[config.mk]
export PLATFORM = sky130hd
export DESIGN_NAME = rgb_to_hsv_converter_unit
export DESIGN_NICKNAME = d
export VERILOG_FILES = /design/src/rtl/core/r2h_pkg.sv /design/src/rtl/core/r2h_front.sv /design/src/rtl/core/r2h_queue.sv /design/src/rtl/core/r2h_div.sv /design/src/rtl/core/r2h_back.sv /design/src/rtl/core/rgb_to_hsv_converter_unit.sv
export SDC_FILE = /design/constraint.sdc
export NUM_CORES = 2
export LEC_CHECK = 0
export ABC_CLOCK_PERIOD_IN_PS = 63900
export BUFFER_PORTS_ARGS = -buffer_cell sky130_fd_sc_hd__buf_2
export CAP_MARGIN = 20
export CORE_UTILIZATION = 55
export CTS_BUF_LIST = sky130_fd_sc_hd__clkbuf_4
export CTS_CLUSTER_DIAMETER = 80
export CTS_CLUSTER_SIZE = 20
export DETAILED_ROUTE_END_ITERATION = 7
export PLACE_DENSITY = 0.82
export SYNTH_ARGS = -nofsm -noshare
export SYNTH_HDL_FRONTEND = slang
export SYNTH_SLANG_ARGS = --single-unit
[constraint.sdc]
create_clock -name i_clk -period 63.9 [get_ports i_clk]
set_input_delay 3.195 -clock i_clk [delete_from_list [all_inputs] [get_ports i_clk]]
set_output_delay 3.195 -clock i_clk [all_outputs]
set_load 0.01 [all_outputs]
[src/rtl/core/r2h_pkg.sv]
// Shared types, constants and width helpers for the RGB to HSV converter.
// No dependencies; every other file in rtl/core imports this package.
package r2h_pkg;

    localparam int CHANNEL_BITS_DEF      = 8;
    localparam int HUE_FRACTION_BITS_DEF = 6;
    localparam int QUEUE_DEPTH           = 2;

    // Hue sector, chosen by which channel holds the maximum.
    typedef enum logic [1:0] {
        SEC_RED   = 2'd0,
        SEC_GREEN = 2'd1,
        SEC_BLUE  = 2'd2
    } t_sector;

    // Classification that travels with each word from front to back.
    typedef struct packed {
        t_sector sector;
        logic    neg;       // signed difference is negative
        logic    sat_zero;  // maximum is zero
        logic    hue_zero;  // delta is zero
    } t_ctl;

    localparam int CTL_BITS = $bits(t_ctl);

    // Hue units for 60 degrees.
    function automatic int f_h60(input int hfb);
        return 60 * (2 ** hfb);
    endfunction

    // Width of the hue result, enough for 0 .. 360 degrees exclusive.
    function automatic int f_hue_bits(input int hfb);
        return $clog2(360 * (2 ** hfb));
    endfunction

    // Width of the hue quotient, which never exceeds one 60 degree step.
    function automatic int f_h60_bits(input int hfb);
        return $clog2(f_h60(hfb) + 1);
    endfunction

    // Quotient bits of both dividers, so their pipelines line up.
    function automatic int f_quo_bits(input int cb, input int hfb);
        return (cb > f_h60_bits(hfb)) ? cb : f_h60_bits(hfb);
    endfunction

endpackage

[src/rtl/core/r2h_front.sv]
// Front stage: accepts a pixel, finds max, min and delta, picks the hue sector
// and forms both dividends. Holds one classified word. Depends on r2h_pkg.
module r2h_front import r2h_pkg::*; #(
    parameter int CHANNEL_BITS      = CHANNEL_BITS_DEF,
    parameter int HUE_FRACTION_BITS = HUE_FRACTION_BITS_DEF,
    localparam int SAT_NW = 2 * CHANNEL_BITS,
    localparam int HUE_NW = CHANNEL_BITS + f_h60_bits(HUE_FRACTION_BITS)
) (
    input  logic                    i_clk,
    input  logic                    i_rst_n,
    input  logic                    i_valid,
    output logic                    o_stall,
    input  logic [CHANNEL_BITS-1:0] i_red,
    input  logic [CHANNEL_BITS-1:0] i_green,
    input  logic [CHANNEL_BITS-1:0] i_blue,
    input  logic                    i_q_full,
    output logic                    o_push,
    output t_ctl                    o_ctl,
    output logic [CHANNEL_BITS-1:0] o_max,
    output logic [CHANNEL_BITS-1:0] o_delta,
    output logic [SAT_NW-1:0]       o_sat_num,
    output logic [HUE_NW-1:0]       o_hue_num
);

    localparam int H60 = f_h60(HUE_FRACTION_BITS);

    logic                    r_fv;
    t_ctl                    r_ctl;
    logic [CHANNEL_BITS-1:0] r_max;
    logic [CHANNEL_BITS-1:0] r_delta;
    logic [SAT_NW-1:0]       r_sat_num;
    logic [HUE_NW-1:0]       r_hue_num;

    logic                    w_load;
    logic [CHANNEL_BITS-1:0] w_max;
    logic [CHANNEL_BITS-1:0] w_min;
    logic [CHANNEL_BITS-1:0] w_delta;
    logic [CHANNEL_BITS-1:0] w_pos;
    logic [CHANNEL_BITS-1:0] w_sub;
    logic [CHANNEL_BITS-1:0] w_mag;
    t_ctl                    w_ctl;

    assign o_stall = r_fv && i_q_full;
    assign o_push  = r_fv && !i_q_full;
    assign w_load  = i_valid && !o_stall;

    always_comb begin
        w_max = i_red;
        if (i_green > w_max) w_max = i_green;
        if (i_blue > w_max)  w_max = i_blue;
        w_min = i_red;
        if (i_green < w_min) w_min = i_green;
        if (i_blue < w_min)  w_min = i_blue;
        w_delta = w_max - w_min;

        // Ties on the maximum go to red first, then green.
        if (i_red == w_max) begin
            w_ctl.sector = SEC_RED;
            w_pos = i_green;
            w_sub = i_blue;
        end else if (i_green == w_max) begin
            w_ctl.sector = SEC_GREEN;
            w_pos = i_blue;
            w_sub = i_red;
        end else begin
            w_ctl.sector = SEC_BLUE;
            w_pos = i_red;
            w_sub = i_green;
        end
        w_ctl.neg      = w_pos < w_sub;
        w_mag          = w_ctl.neg ? (w_sub - w_pos) : (w_pos - w_sub);
        w_ctl.sat_zero = w_max == '0;
        w_ctl.hue_zero = w_delta == '0;
    end

    always_ff @(posedge i_clk) begin
        if (!i_rst_n) begin
            r_fv <= 1'b0;
        end else if (w_load) begin
            r_fv <= 1'b1;
        end else if (o_push) begin
            r_fv <= 1'b0;
        end
    end

    always_ff @(posedge i_clk) begin
        if (w_load) begin
            r_ctl     <= w_ctl;
            r_max     <= w_max;
            r_delta   <= w_delta;
            // Full scale times delta, done as a shift and a subtract.
            r_sat_num <= (SAT_NW'(w_delta) << CHANNEL_BITS) - SAT_NW'(w_delta);
            r_hue_num <= HUE_NW'(w_mag) * HUE_NW'(H60);
        end
    end

    assign o_ctl     = r_ctl;
    assign o_max     = r_max;
    assign o_delta   = r_delta;
    assign o_sat_num = r_sat_num;
    assign o_hue_num = r_hue_num;

endmodule

[src/rtl/core/r2h_queue.sv]
// Short first-in first-out queue between the front and back stages.
// Generic in word width. Depends on r2h_pkg for its depth.
module r2h_queue import r2h_pkg::*; #(
    parameter int WIDTH = 8
) (
    input  logic             i_clk,
    input  logic             i_rst_n,
    input  logic             i_push,
    input  logic [WIDTH-1:0] i_data,
    output logic             o_full,
    input  logic             i_pop,
    output logic             o_nempty,
    output logic [WIDTH-1:0] o_data
);

    localparam int PW = $clog2(QUEUE_DEPTH);
    localparam int CW = $clog2(QUEUE_DEPTH + 1);

    logic [WIDTH-1:0] r_mem [QUEUE_DEPTH];
    logic [PW-1:0]    r_wp;
    logic [PW-1:0]    r_rp;
    logic [CW-1:0]    r_cnt;
    logic             w_pop;

    assign o_full   = r_cnt == CW'(QUEUE_DEPTH);
    assign o_nempty = r_cnt != '0;
    assign w_pop    = i_pop && o_nempty;
    assign o_data   = r_mem[r_rp];

    always_ff @(posedge i_clk) begin
        if (!i_rst_n) begin
            r_wp  <= '0;
            r_rp  <= '0;
            r_cnt <= '0;
        end else begin
            if (i_push) begin
                r_wp <= (r_wp == PW'(QUEUE_DEPTH - 1)) ? '0 : r_wp + 1'b1;
            end
            if (w_pop) begin
                r_rp <= (r_rp == PW'(QUEUE_DEPTH - 1)) ? '0 : r_rp + 1'b1;
            end
            if (i_push && !w_pop) begin
                r_cnt <= r_cnt + 1'b1;
            end else if (w_pop && !i_push) begin
                r_cnt <= r_cnt - 1'b1;
            end
        end
    end

    always_ff @(posedge i_clk) begin
        if (i_push) begin
            r_mem[r_wp] <= i_data;
        end
    end

endmodule

[src/rtl/core/r2h_div.sv]
// Pipelined restoring divider, one quotient bit per stage, one word per cycle while i_en
// is high. The dividend must be below the divisor shifted up by QW. Depends on r2h_pkg.
module r2h_div import r2h_pkg::*; #(
    parameter int NW = 16,
    parameter int DW = 8,
    parameter int QW = 8
) (
    input  logic          i_clk,
    input  logic          i_en,
    input  logic [NW-1:0] i_num,
    input  logic [DW-1:0] i_den,
    output logic [QW-1:0] o_quo
);

    localparam int RW = (NW > DW + QW) ? NW : DW + QW;

    logic [RW-1:0] r_rem [QW-1];
    logic [DW-1:0] r_den [QW-1];
    logic [QW-1:0] r_quo [QW];

    for (genvar k = 0; k < QW; k++) begin : g_stage
        logic [RW-1:0] w_rem_in;
        logic [DW-1:0] w_den_in;
        logic [QW-1:0] w_quo_in;
        logic [RW-1:0] w_trial;
        logic          w_fit;

        if (k == 0) begin : g_first
            assign w_rem_in = RW'(i_num);
            assign w_den_in = i_den;
            assign w_quo_in = '0;
        end else begin : g_next
            assign w_rem_in = r_rem[k-1];
            assign w_den_in = r_den[k-1];
            assign w_quo_in = r_quo[k-1];
        end

        assign w_trial = RW'(w_den_in) << (QW - 1 - k);
        assign w_fit   = w_rem_in >= w_trial;

        always_ff @(posedge i_clk) begin
            if (i_en) begin
                r_quo[k] <= w_fit ? (w_quo_in | (QW'(1) << (QW - 1 - k))) : w_quo_in;
            end
        end

        if (k < QW - 1) begin : g_carry
            always_ff @(posedge i_clk) begin
                if (i_en) begin
                    r_rem[k] <= w_fit ? (w_rem_in - w_trial) : w_rem_in;
                    r_den[k] <= w_den_in;
                end
            end
        end
    end

    assign o_quo = r_quo[QW-1];

endmodule

[src/rtl/core/r2h_back.sv]
// Back stage: runs the saturation and hue divisions side by side, rebuilds
// the hue from sector and quotient, and holds the output word. Uses r2h_div.
module r2h_back import r2h_pkg::*; #(
    parameter int CHANNEL_BITS      = CHANNEL_BITS_DEF,
    parameter int HUE_FRACTION_BITS = HUE_FRACTION_BITS_DEF,
    localparam int SAT_NW   = 2 * CHANNEL_BITS,
    localparam int HUE_NW   = CHANNEL_BITS + f_h60_bits(HUE_FRACTION_BITS),
    localparam int HUE_BITS = f_hue_bits(HUE_FRACTION_BITS)
) (
    input  logic                    i_clk,
    input  logic                    i_rst_n,
    input  logic                    i_q_nempty,
    output logic                    o_pop,
    input  t_ctl                    i_ctl,
    input  logic [CHANNEL_BITS-1:0] i_max,
    input  logic [CHANNEL_BITS-1:0] i_delta,
    input  logic [SAT_NW-1:0]       i_sat_num,
    input  logic [HUE_NW-1:0]       i_hue_num,
    output logic                    o_valid,
    input  logic                    i_stall,
    output logic [HUE_BITS-1:0]     o_hue,
    output logic [CHANNEL_BITS-1:0] o_saturation,
    output logic [CHANNEL_BITS-1:0] o_brightness
);

    localparam int QW     = f_quo_bits(CHANNEL_BITS, HUE_FRACTION_BITS);
    localparam int H60B   = f_h60_bits(HUE_FRACTION_BITS);
    localparam int SIDE_W = CTL_BITS + CHANNEL_BITS;
    localparam logic [HUE_BITS-1:0] C_H120 = HUE_BITS'(2 * f_h60(HUE_FRACTION_BITS));
    localparam logic [HUE_BITS-1:0] C_H240 = HUE_BITS'(4 * f_h60(HUE_FRACTION_BITS));
    localparam logic [HUE_BITS-1:0] C_H360 = HUE_BITS'(6 * f_h60(HUE_FRACTION_BITS));

    logic                    w_adv;
    logic [QW-1:0]           w_sat_quo;
    logic [QW-1:0]           w_hue_quo;
    logic                    r_vld  [QW];
    logic [SIDE_W-1:0]       r_side [QW];
    t_ctl                    w_ctl;
    logic [CHANNEL_BITS-1:0] w_max;
    logic [HUE_BITS-1:0]     w_q;
    logic [HUE_BITS-1:0]     w_base;
    logic [HUE_BITS-1:0]     w_hue;
    logic                    r_out_vld;
    logic [HUE_BITS-1:0]     r_hue;
    logic [CHANNEL_BITS-1:0] r_sat;
    logic [CHANNEL_BITS-1:0] r_bright;

    // The whole pipeline moves together unless the output word is held.
    assign w_adv = !(r_out_vld && i_stall);
    assign o_pop = w_adv;

    r2h_div #(
        .NW(SAT_NW),
        .DW(CHANNEL_BITS),
        .QW(QW)
    ) u_sat_div (
        .i_clk(i_clk),
        .i_en (w_adv),
        .i_num(i_sat_num),
        .i_den(i_max),
        .o_quo(w_sat_quo)
    );

    r2h_div #(
        .NW(HUE_NW),
        .DW(CHANNEL_BITS),
        .QW(QW)
    ) u_hue_div (
        .i_clk(i_clk),
        .i_en (w_adv),
        .i_num(i_hue_num),
        .i_den(i_delta),
        .o_quo(w_hue_quo)
    );

    for (genvar k = 0; k < QW; k++) begin : g_side
        always_ff @(posedge i_clk) begin
            if (!i_rst_n) begin
                r_vld[k] <= 1'b0;
            end else if (w_adv) begin
                r_vld[k] <= (k == 0) ? i_q_nempty : r_vld[(k == 0) ? 0 : k - 1];
            end
        end
        always_ff @(posedge i_clk) begin
            if (w_adv) begin
                r_side[k] <= (k == 0) ? {i_ctl, i_max} : r_side[(k == 0) ? 0 : k - 1];
            end
        end
    end

    assign {w_ctl, w_max} = r_side[QW-1];
    assign w_q = HUE_BITS'(w_hue_quo[H60B-1:0]);

    always_comb begin
        case (w_ctl.sector)
            SEC_RED:   w_base = '0;
            SEC_GREEN: w_base = C_H120;
            SEC_BLUE:  w_base = C_H240;
            default:   w_base = '0;
        endcase
        if (w_ctl.hue_zero) begin
            w_hue = '0;
        end else if (!w_ctl.neg) begin
            w_hue = w_base + w_q;
        end else if (w_ctl.sector == SEC_RED && w_q != '0) begin
            // A negative angle in the red sector wraps around the circle.
            w_hue = C_H360 - w_q;
        end else begin
            w_hue = w_base - w_q;
        end
    end

    always_ff @(posedge i_clk) begin
        if (!i_rst_n) begin
            r_out_vld <= 1'b0;
        end else if (w_adv) begin
            r_out_vld <= r_vld[QW-1];
        end
    end

    always_ff @(posedge i_clk) begin
        if (w_adv) begin
            r_hue    <= w_hue;
            r_sat    <= w_ctl.sat_zero ? '0 : w_sat_quo[CHANNEL_BITS-1:0];
            r_bright <= w_max;
        end
    end

    assign o_valid      = r_out_vld;
    assign o_hue        = r_hue;
    assign o_saturation = r_sat;
    assign o_brightness = r_bright;

endmodule

[src/rtl/core/rgb_to_hsv_converter_unit.sv]
// Top level of the RGB to HSV converter: front stage, queue and back stage.
// Depends on r2h_pkg, r2h_front, r2h_queue, r2h_back and r2h_div.
//
// Converts one RGB pixel per clock, unless a stall holds the flow, to hue
// (in 1/2^HUE_FRACTION_BITS degree), saturation and value. A pixel is taken
// when i_valid is high and o_stall is low; a result word leaves when o_valid
// is high and i_stall is low. The block sustains one word per cycle while
// i_stall stays low. A pixel passes through the front stage register that
// classifies it, the queue, the pipelined dividers and the output register.
// A two-word queue between the front and back stages absorbs a held output
// without stalling the input at once.
module rgb_to_hsv_converter_unit import r2h_pkg::*; #(
    parameter int CHANNEL_BITS      = CHANNEL_BITS_DEF,
    parameter int HUE_FRACTION_BITS = HUE_FRACTION_BITS_DEF
) (
    input  logic                                      i_clk,
    input  logic                                      i_rst_n,
    input  logic                                      i_valid,
    output logic                                      o_stall,
    input  logic [CHANNEL_BITS-1:0]                   i_red,
    input  logic [CHANNEL_BITS-1:0]                   i_green,
    input  logic [CHANNEL_BITS-1:0]                   i_blue,
    output logic                                      o_valid,
    input  logic                                      i_stall,
    output logic [f_hue_bits(HUE_FRACTION_BITS)-1:0]  o_hue,
    output logic [CHANNEL_BITS-1:0]                   o_saturation,
    output logic [CHANNEL_BITS-1:0]                   o_brightness
);

    localparam int SAT_NW = 2 * CHANNEL_BITS;
    localparam int HUE_NW = CHANNEL_BITS + f_h60_bits(HUE_FRACTION_BITS);
    localparam int Q_W    = CTL_BITS + 2 * CHANNEL_BITS + SAT_NW + HUE_NW;

    logic                    w_q_full;
    logic                    w_push;
    logic                    w_pop;
    logic                    w_q_nempty;
    t_ctl                    w_f_ctl;
    logic [CHANNEL_BITS-1:0] w_f_max;
    logic [CHANNEL_BITS-1:0] w_f_delta;
    logic [SAT_NW-1:0]       w_f_sat_num;
    logic [HUE_NW-1:0]       w_f_hue_num;
    t_ctl                    w_b_ctl;
    logic [CHANNEL_BITS-1:0] w_b_max;
    logic [CHANNEL_BITS-1:0] w_b_delta;
    logic [SAT_NW-1:0]       w_b_sat_num;
    logic [HUE_NW-1:0]       w_b_hue_num;
    logic [Q_W-1:0]          w_q_in;
    logic [Q_W-1:0]          w_q_out;

    r2h_front #(
        .CHANNEL_BITS     (CHANNEL_BITS),
        .HUE_FRACTION_BITS(HUE_FRACTION_BITS)
    ) u_front (
        .i_clk    (i_clk),
        .i_rst_n  (i_rst_n),
        .i_valid  (i_valid),
        .o_stall  (o_stall),
        .i_red    (i_red),
        .i_green  (i_green),
        .i_blue   (i_blue),
        .i_q_full (w_q_full),
        .o_push   (w_push),
        .o_ctl    (w_f_ctl),
        .o_max    (w_f_max),
        .o_delta  (w_f_delta),
        .o_sat_num(w_f_sat_num),
        .o_hue_num(w_f_hue_num)
    );

    assign w_q_in = {w_f_ctl, w_f_max, w_f_delta, w_f_sat_num, w_f_hue_num};

    r2h_queue #(
        .WIDTH(Q_W)
    ) u_queue (
        .i_clk   (i_clk),
        .i_rst_n (i_rst_n),
        .i_push  (w_push),
        .i_data  (w_q_in),
        .o_full  (w_q_full),
        .i_pop   (w_pop),
        .o_nempty(w_q_nempty),
        .o_data  (w_q_out)
    );

    assign {w_b_ctl, w_b_max, w_b_delta, w_b_sat_num, w_b_hue_num} = w_q_out;

    r2h_back #(
        .CHANNEL_BITS     (CHANNEL_BITS),
        .HUE_FRACTION_BITS(HUE_FRACTION_BITS)
    ) u_back (
        .i_clk       (i_clk),
        .i_rst_n     (i_rst_n),
        .i_q_nempty  (w_q_nempty),
        .o_pop       (w_pop),
        .i_ctl       (w_b_ctl),
        .i_max       (w_b_max),
        .i_delta     (w_b_delta),
        .i_sat_num   (w_b_sat_num),
        .i_hue_num   (w_b_hue_num),
        .o_valid     (o_valid),
        .i_stall     (i_stall),
        .o_hue       (o_hue),
        .o_saturation(o_saturation),
        .o_brightness(o_brightness)
    );

endmodule

# == After elaboration in Yosys (flattened, before gate mapping) ==
# Memories as Yosys holds them, arrays and structs flattened. A register that Yosys moved wholly into a read port is not among the register bits.
# Cells that the tools add are included.
# classes
add_sub_neg,33
mul,1
magnitude_cmp,29
eq_ne,5
muxes,85
bitwise_logic,12
n_reduce_logical,23
# op_table
operator,n
2-to-1 mux 20 bit,22
2-to-1 mux 8 bit,11
>= comparator 20 x 10 -> 1 bit,2
>= comparator 20 x 11 -> 1 bit,2
>= comparator 20 x 12 -> 1 bit,2
>= comparator 20 x 13 -> 1 bit,2
>= comparator 20 x 14 -> 1 bit,2
>= comparator 20 x 15 -> 1 bit,2
>= comparator 20 x 16 -> 1 bit,2
>= comparator 20 x 17 -> 1 bit,2
>= comparator 20 x 18 -> 1 bit,2
>= comparator 20 x 8 -> 1 bit,2
>= comparator 20 x 9 -> 1 bit,2
subtractor 20 x 10 -> 20 bit,2
subtractor 20 x 11 -> 20 bit,2
subtractor 20 x 12 -> 20 bit,2
subtractor 20 x 13 -> 20 bit,2
subtractor 20 x 14 -> 20 bit,2
subtractor 20 x 15 -> 20 bit,2
subtractor 20 x 16 -> 20 bit,2
subtractor 20 x 17 -> 20 bit,2
subtractor 20 x 18 -> 20 bit,2
subtractor 20 x 9 -> 20 bit,2
2-to-1 mux 15 bit,2
other kinds (37),111
# word_totals
regBits,77
ram_bits,1170
in_bits,28
output_inout_bits,33
mem_count,9
# memory_table
memory,words,word_bits,read_ports,rd_clocked_by_memory_dff,wr,line_no,rtl
u_back.u_hue_div.r_rem,11,20,11,0,11,r2h_div.sv:17,logic [RW-1:0] r_rem [QW-1];
u_back.u_sat_div.r_rem,11,20,11,0,11,r2h_div.sv:17,
u_back.r_side,12,13,12,0,12,r2h_back.sv:37,logic [SIDE_W-1:0] r_side [QW];
u_back.u_hue_div.r_quo,12,12,12,0,12,r2h_div.sv:19,logic [QW-1:0] r_quo [QW];
u_back.u_sat_div.r_quo,12,12,12,1,12,r2h_div.sv:19,
u_queue.r_mem,2,49,1,1,1,r2h_queue.sv:19,logic [WIDTH-1:0] r_mem [QUEUE_DEPTH];
+3 memories,n/a,n/a,n/a,n/a,n/a,n/a,

# == Longest topological paths before layout ==
# depth
ltp_word,10
mapped_depth,47

# == Cells and area by module ==
# A second synthesis with hierarchy kept.
# hier_totals
hier_cells,3918
hier_area_um2,53481.3
# by_module_without_submodules
module,n_inst,cells_per_inst,area_each_um2,seq_area_each_um2
r2h_div (u_back.u_hue_div),1,1444,18770.5,11591.1
r2h_div (u_back.u_sat_div),1,1386,18295.0,11591.1
r2h_back,1,360,7055.5,5985.7
r2h_front,1,529,5023.6,1461.4
r2h_queue,1,199,4336.7,3523.4

# == Worst setup path before layout ==
# OpenSTA, ideal clock, no wires.
# synth_path
path_kind,input to register
start,input i_stall
end,"memory u_back.r_vld[1], data pin"
setup_time_ns,0.280
arrival_time_ns,25.425
required_time_ns,63.620
setup_slack_ns,38.195
stages,3
path_buffers,1
path_cell_list,nand2_1 -> clkbuf_1 -> and3_1
# synth_rtl
element,line_no,rtl
"start, declared",rgb_to_hsv_converter_unit.sv:24,"input logic i_stall,"
"end, declared",r2h_back.sv:36,logic r_vld [QW];

# == Worst setup path in the final report ==
# layout_path
start,input i_red[1]
end,"register u_front.r_hue_num[19], in the netlist u_front.o_hue_num[19], data pin"
# layout_via
elab_chain_cells,10
# layout_rtl
element,line_no,rtl
"start, declared",rgb_to_hsv_converter_unit.sv:20,"input logic [CHANNEL_BITS-1:0] i_red,"
> comparator 8 bit,r2h_front.sv:49,if (i_green > w_max) w_max = i_green;
2-to-1 mux 8 bit,r2h_front.sv:49,
> comparator 8 bit,r2h_front.sv:50,if (i_blue > w_max) w_max = i_blue;
2-to-1 mux 8 bit,r2h_front.sv:50,
== test 8 bit,r2h_front.sv:61,end else if (i_green == w_max) begin
2-to-1 mux 8 bit,r2h_front.sv:61,
2-to-1 mux 8 bit,r2h_front.sv:57,if (i_red == w_max) begin
subtractor 8 bit or less-than comparator 8 bit (tied branches),"r2h_front.sv:71, r2h_front.sv:70",
2-to-1 mux 8 bit *,r2h_front.sv:71,w_mag = w_ctl.neg ? (w_sub - w_pos) : (w_pos - w_sub);
multiplier 8 x 4 -> 12 bit *,r2h_front.sv:93,r_hue_num <= HUE_NW'(w_mag) * HUE_NW'(H60);
"end signal, assigned",r2h_front.sv:93,
"end, declared",r2h_front.sv:32,logic [HUE_NW-1:0] r_hue_num;
# Mark *: on every way between the ends. The rest lies on a longest branch, timed or not.
# A chain may end at the register's enable or synchronous reset.

==> flow_metrics.env <==
export IMPL_outcome="complete, no violations"
export IMPL_syn_avg_cell_area_um2=12.7
export IMPL_die_h_um=290
export IMPL_crit_buf_inv=5
export IMPL_rsz0062_at_grt="false"
export IMPL_area_sequential_um2=27600
export IMPL_synthesis_area_um2=45500
export IMPL_ys_ff_latch=921
export IMPL_async_flop_share_pct=0
export IMPL_drv_slew=0
export IMPL_num_vias=26161
export IMPL_multi_input_area_um2=16300
export IMPL_power_density_nw_per_um2=50.3
export IMPL_ys_seq_area_share_pct=60.7
export IMPL_ys_warn_count=0
export IMPL_post_route_period_util_pct=19.9
export IMPL_postRouteAntennaNets=0
export IMPL_worst_slack_ns=51.18
export IMPL_clock_sinks=921
export IMPL_synth_edff_count=913
export IMPL_grt_ovfl_total=0
export IMPL_fmax_mhz=78.6
export IMPL_holdCritPathClass="reg2reg"
export IMPL_pre_cts_ws_ns=50.22
export IMPL_cp_start_kind="input pin"
export IMPL_cp_data_required_time_ns=64.60
export IMPL_drtIter0Drc=1570
export IMPL_rr_worst_depth=5
export IMPL_vdd_drop_max_mv=0.0518
export IMPL_worst_pin_slew_ns=1.23
export IMPL_syn_inst=3583
export IMPL_p_leak_uw=0.0185
export IMPL_setup_viol=0
export IMPL_rows=105
export IMPL_portBuffers=60
export IMPL_drc_errors=0
export IMPL_grt_pass1_vias=26061
export IMPL_cts_tree="yes"
export IMPL_end_kind="flip-flop"
export IMPL_clk_pin_slew_ns=0.18
export IMPL_routabilityCongestion=0.866
export IMPL_cap_violations=0
export IMPL_worstSetupPathType="in2reg"
export IMPL_critPathTopFamily="compound AO/OA/AOI/OAI gates"
export IMPL_crit_path_top_delay_cell="or2_1"
export IMPL_fin_cells=4741
export IMPL_hold_depth=0
export IMPL_viasPerCell=5.52
export IMPL_hp_start="u_back.r_side[1][8]"
export IMPL_cp_common_cell="a21oi_1"
export IMPL_routedWlPerCell_um=15.4
export IMPL_antenna_found_initial=2
export IMPL_min_to="u_back.r_side[1][21]"
export IMPL_wl_um=73100
export IMPL_root_buffer="clkbuf_4"
export IMPL_clock_latency_ns=0.95
export IMPL_cts_buffers=54
export IMPL_die_w_um=290
export IMPL_die_area_um2=83800
export IMPL_syn_num_nets=3911
export IMPL_synthToLayoutAreaGrowth_pct=4.62
export IMPL_firstDrtPassIters=6
export IMPL_cts_buffer_depth=3
export IMPL_postCtsSetupBuffers=0
export IMPL_cts_max_level=2
export IMPL_cts_hold_buffers=0
export IMPL_initial_core_util_pct=55.5
export IMPL_setup_tns_ns=0
export IMPL_finalCriticalPeriod_ns=12.72
export IMPL_arrival_ns=13.41
export IMPL_rrSetupSlack_ns=59.14
export IMPL_ys_flop_type="edfxtp_1"
export IMPL_core_area_um2=82000
export IMPL_post_synth_num_cell_types=81
export IMPL_final_area_um2=47600
export IMPL_relSlewSlack_pct=18.2
export IMPL_place_area_um2=47000
export IMPL_grt_pass1_wl_um=120000
export IMPL_grt_start_max_net_pins=220
export IMPL_post_place_cells=4670
export IMPL_cts_resized=0
export IMPL_r2r_start="u_back.o_valid"
export IMPL_fin_nets=3986
export IMPL_pin_count=61
export IMPL_worstPathMaxFanout=32
export IMPL_crit_path_max_incr_delay_ns=0.69
export IMPL_hold_viol_final=0
export IMPL_track_usage_pct=17.5
export IMPL_r2r_end="u_back.r_side[2][50]"
export IMPL_n_fill_cell=6226
export IMPL_skew_ns=0.0505
export IMPL_drive_above_1_share_pct=6.68
export IMPL_dp_hpwl_um=53000
[registers in the layout (all words and copies together) (netlist names), 5 cells and up, named ones only]
register	count
u_back.o_hue	15
u_back.r_side	149
u_back.r_vld	12
u_front.o_sat_num	16
u_back.u_hue_div.r_den	88
u_queue.r_mem	96
u_back.o_saturation	8
u_back.o_brightness	8
u_back.u_hue_div.r_quo	78
u_back.u_sat_div.r_rem	209
u_back.u_sat_div.r_den	7
u_front.o_hue_num	12
u_front.o_ctl	5
u_front.o_delta	7
u_back.u_hue_div.r_rem	160
u_front.o_max	8
u_back.u_sat_div.r_quo	36
[synth_stat cells (10+ instances only)]
cell type | instances | area (um^2)
nor3_1 | 83 | 415
nand4_1 | 35 | 219
nand3_1 | 46 | 230
edfxtp_1 | 913 | 27400
xor2_1 | 118 | 1030
o31ai_1 | 41 | 308
and3_1 | 23 | 144
nand2b_1 | 41 | 257
or4_1 | 19 | 143
inv_1 | 365 | 1370
clkbuf_1 | 42 | 158
a21boi_0 | 55 | 413
mux2_1 | 13 | 146
mux2_2 | 67 | 754
nand4b_1 | 10 | 87.6
nand2_1 | 187 | 702
a21oi_1 | 168 | 841
ha_1 | 264 | 3300
o21bai_1 | 12 | 90.1
nor2_1 | 267 | 1000
fa_1 | 36 | 721
xnor2_1 | 131 | 1150
or3_1 | 37 | 231
o21a_1 | 31 | 233
mux2i_1 | 58 | 581
nor2b_1 | 72 | 450
a211oi_1 | 12 | 90.1
o211ai_1 | 11 | 82.6
nor4_1 | 38 | 238
o21ai_0 | 192 | 961
a21o_1 | 33 | 248
[placed cells by master, fill, tap and decap left out, drive strengths merged, types with 23 or more instances in the layout]
| cell type | count |
|---|---|
| nor2b | 72 |
| fa | 36 |
| nand2b | 41 |
| nor3 | 83 |
| a21boi | 59 |
| edfxtp | 913 |
| nor2 | 270 |
| o21ai | 201 |
| ha | 264 |
| xnor2 | 133 |
| buf | 78 |
| nor4 | 39 |
| mux2i | 59 |
| nand4 | 35 |
| o31ai | 41 |
| nand3 | 46 |
| a21o | 33 |
| and3 | 23 |
| o21a | 31 |
| a21oi | 171 |
| clkbuf | 57 |
| xor2 | 118 |
| mux2 | 80 |
| or3 | 37 |
| nand2 | 187 |
| inv | 369 |
[report_power, final]
group	internal (uW)	total (uW)	switching [uW]	leakage (uW)
logic	484	1060	576	0.00880
clock network	47.8	213	165	0.000316
registers	993	1120	124	0.00935
total	1520	2390	866	0.0185
[per-stage QoR]
| stage | total power, uW | hold WS, ns | utilization (%) |
|---|---|---|---|
| 2_1_floorplan | 1940 | 0.400 | - |
| 3_3_place_gp | 2130 | 0.401 | 57.3 |
| 3_5_place_dp | 2190 | 0.405 | 57.3 |
| 4_1_cts | 2400 | 0.426 | 58.0 |
| 5_1_grt | 2590 | 0.421 | 58.0 |
| 6_report | 2390 | 0.409 | 58.0 |
[cell type report]
type	instances	area share, %
inverter	366	2.89
multi-input combinational	2237	34.2
tap	1070	2.81
clock buffer	57	0.900
sequential	921	58.0
clock inverter	10	0.231
timing repair buffer	78	0.968
antenna	2	0.0105
[per-layer routing]
| metal | up-vias | share of wire [%] | GRT usage, % |
|---|---|---|---|
| li1 | 13146 | - | - |
| met1 | 12445 | 39 | 18.8 |
| met2 | 406 | 54 | 34.3 |
| met3 | 162 | 2.9 | 2.28 |
| met4 | 2 | 3.5 | 6.60 |
| met5 | - | 0.018 | 0 |
[worst register-to-register path: cells and delay by family, from the launching register on]
kind | cells | cell delay, ns
AND/OR/NAND/NOR | 1 | 0.35
buffers and inverters | 4 | 3.64
flip-flops | 1 | 0.40
[how the worst max path moves through the flow]
| stage | startpoint | to | slack, ns | cells after the start |
|---|---|---|---|---|
| final | i_red[1] | u_front.o_hue_num[19] | 51.18 | 41 |
| after global routing | i_red[1] | u_front.o_hue_num[19] | 50.36 | 41 |
| after CTS | i_red[1] | u_front.o_hue_num[19] | 51.28 | 41 |
| after detailed placement | i_red[1] | u_front.o_hue_num[19] | 50.22 | 41 |
| after global placement | i_red[1] | u_front.o_hue_num[19] | 50.33 | 40 |
| after floorplan | i_stall | u_back.r_vld[1] | 38.20 | 3 |
[logic make-up after synthesis]
| family | Yosys count | share of synthesized area [%] |
|---|---|---|
| buffers and inverters | 425 | 3.62 |
| DFF | 921 | 60.7 |
| AOI/OAI and AO/OA | 636 | 8.69 |
| adders and majority gates | 300 | 8.85 |
| and+or+nand+nor | 911 | 9.99 |
| xor gates and xnor gates | 251 | 4.89 |
| muxes | 139 | 3.31 |
(Power assumes the default switching activity.)
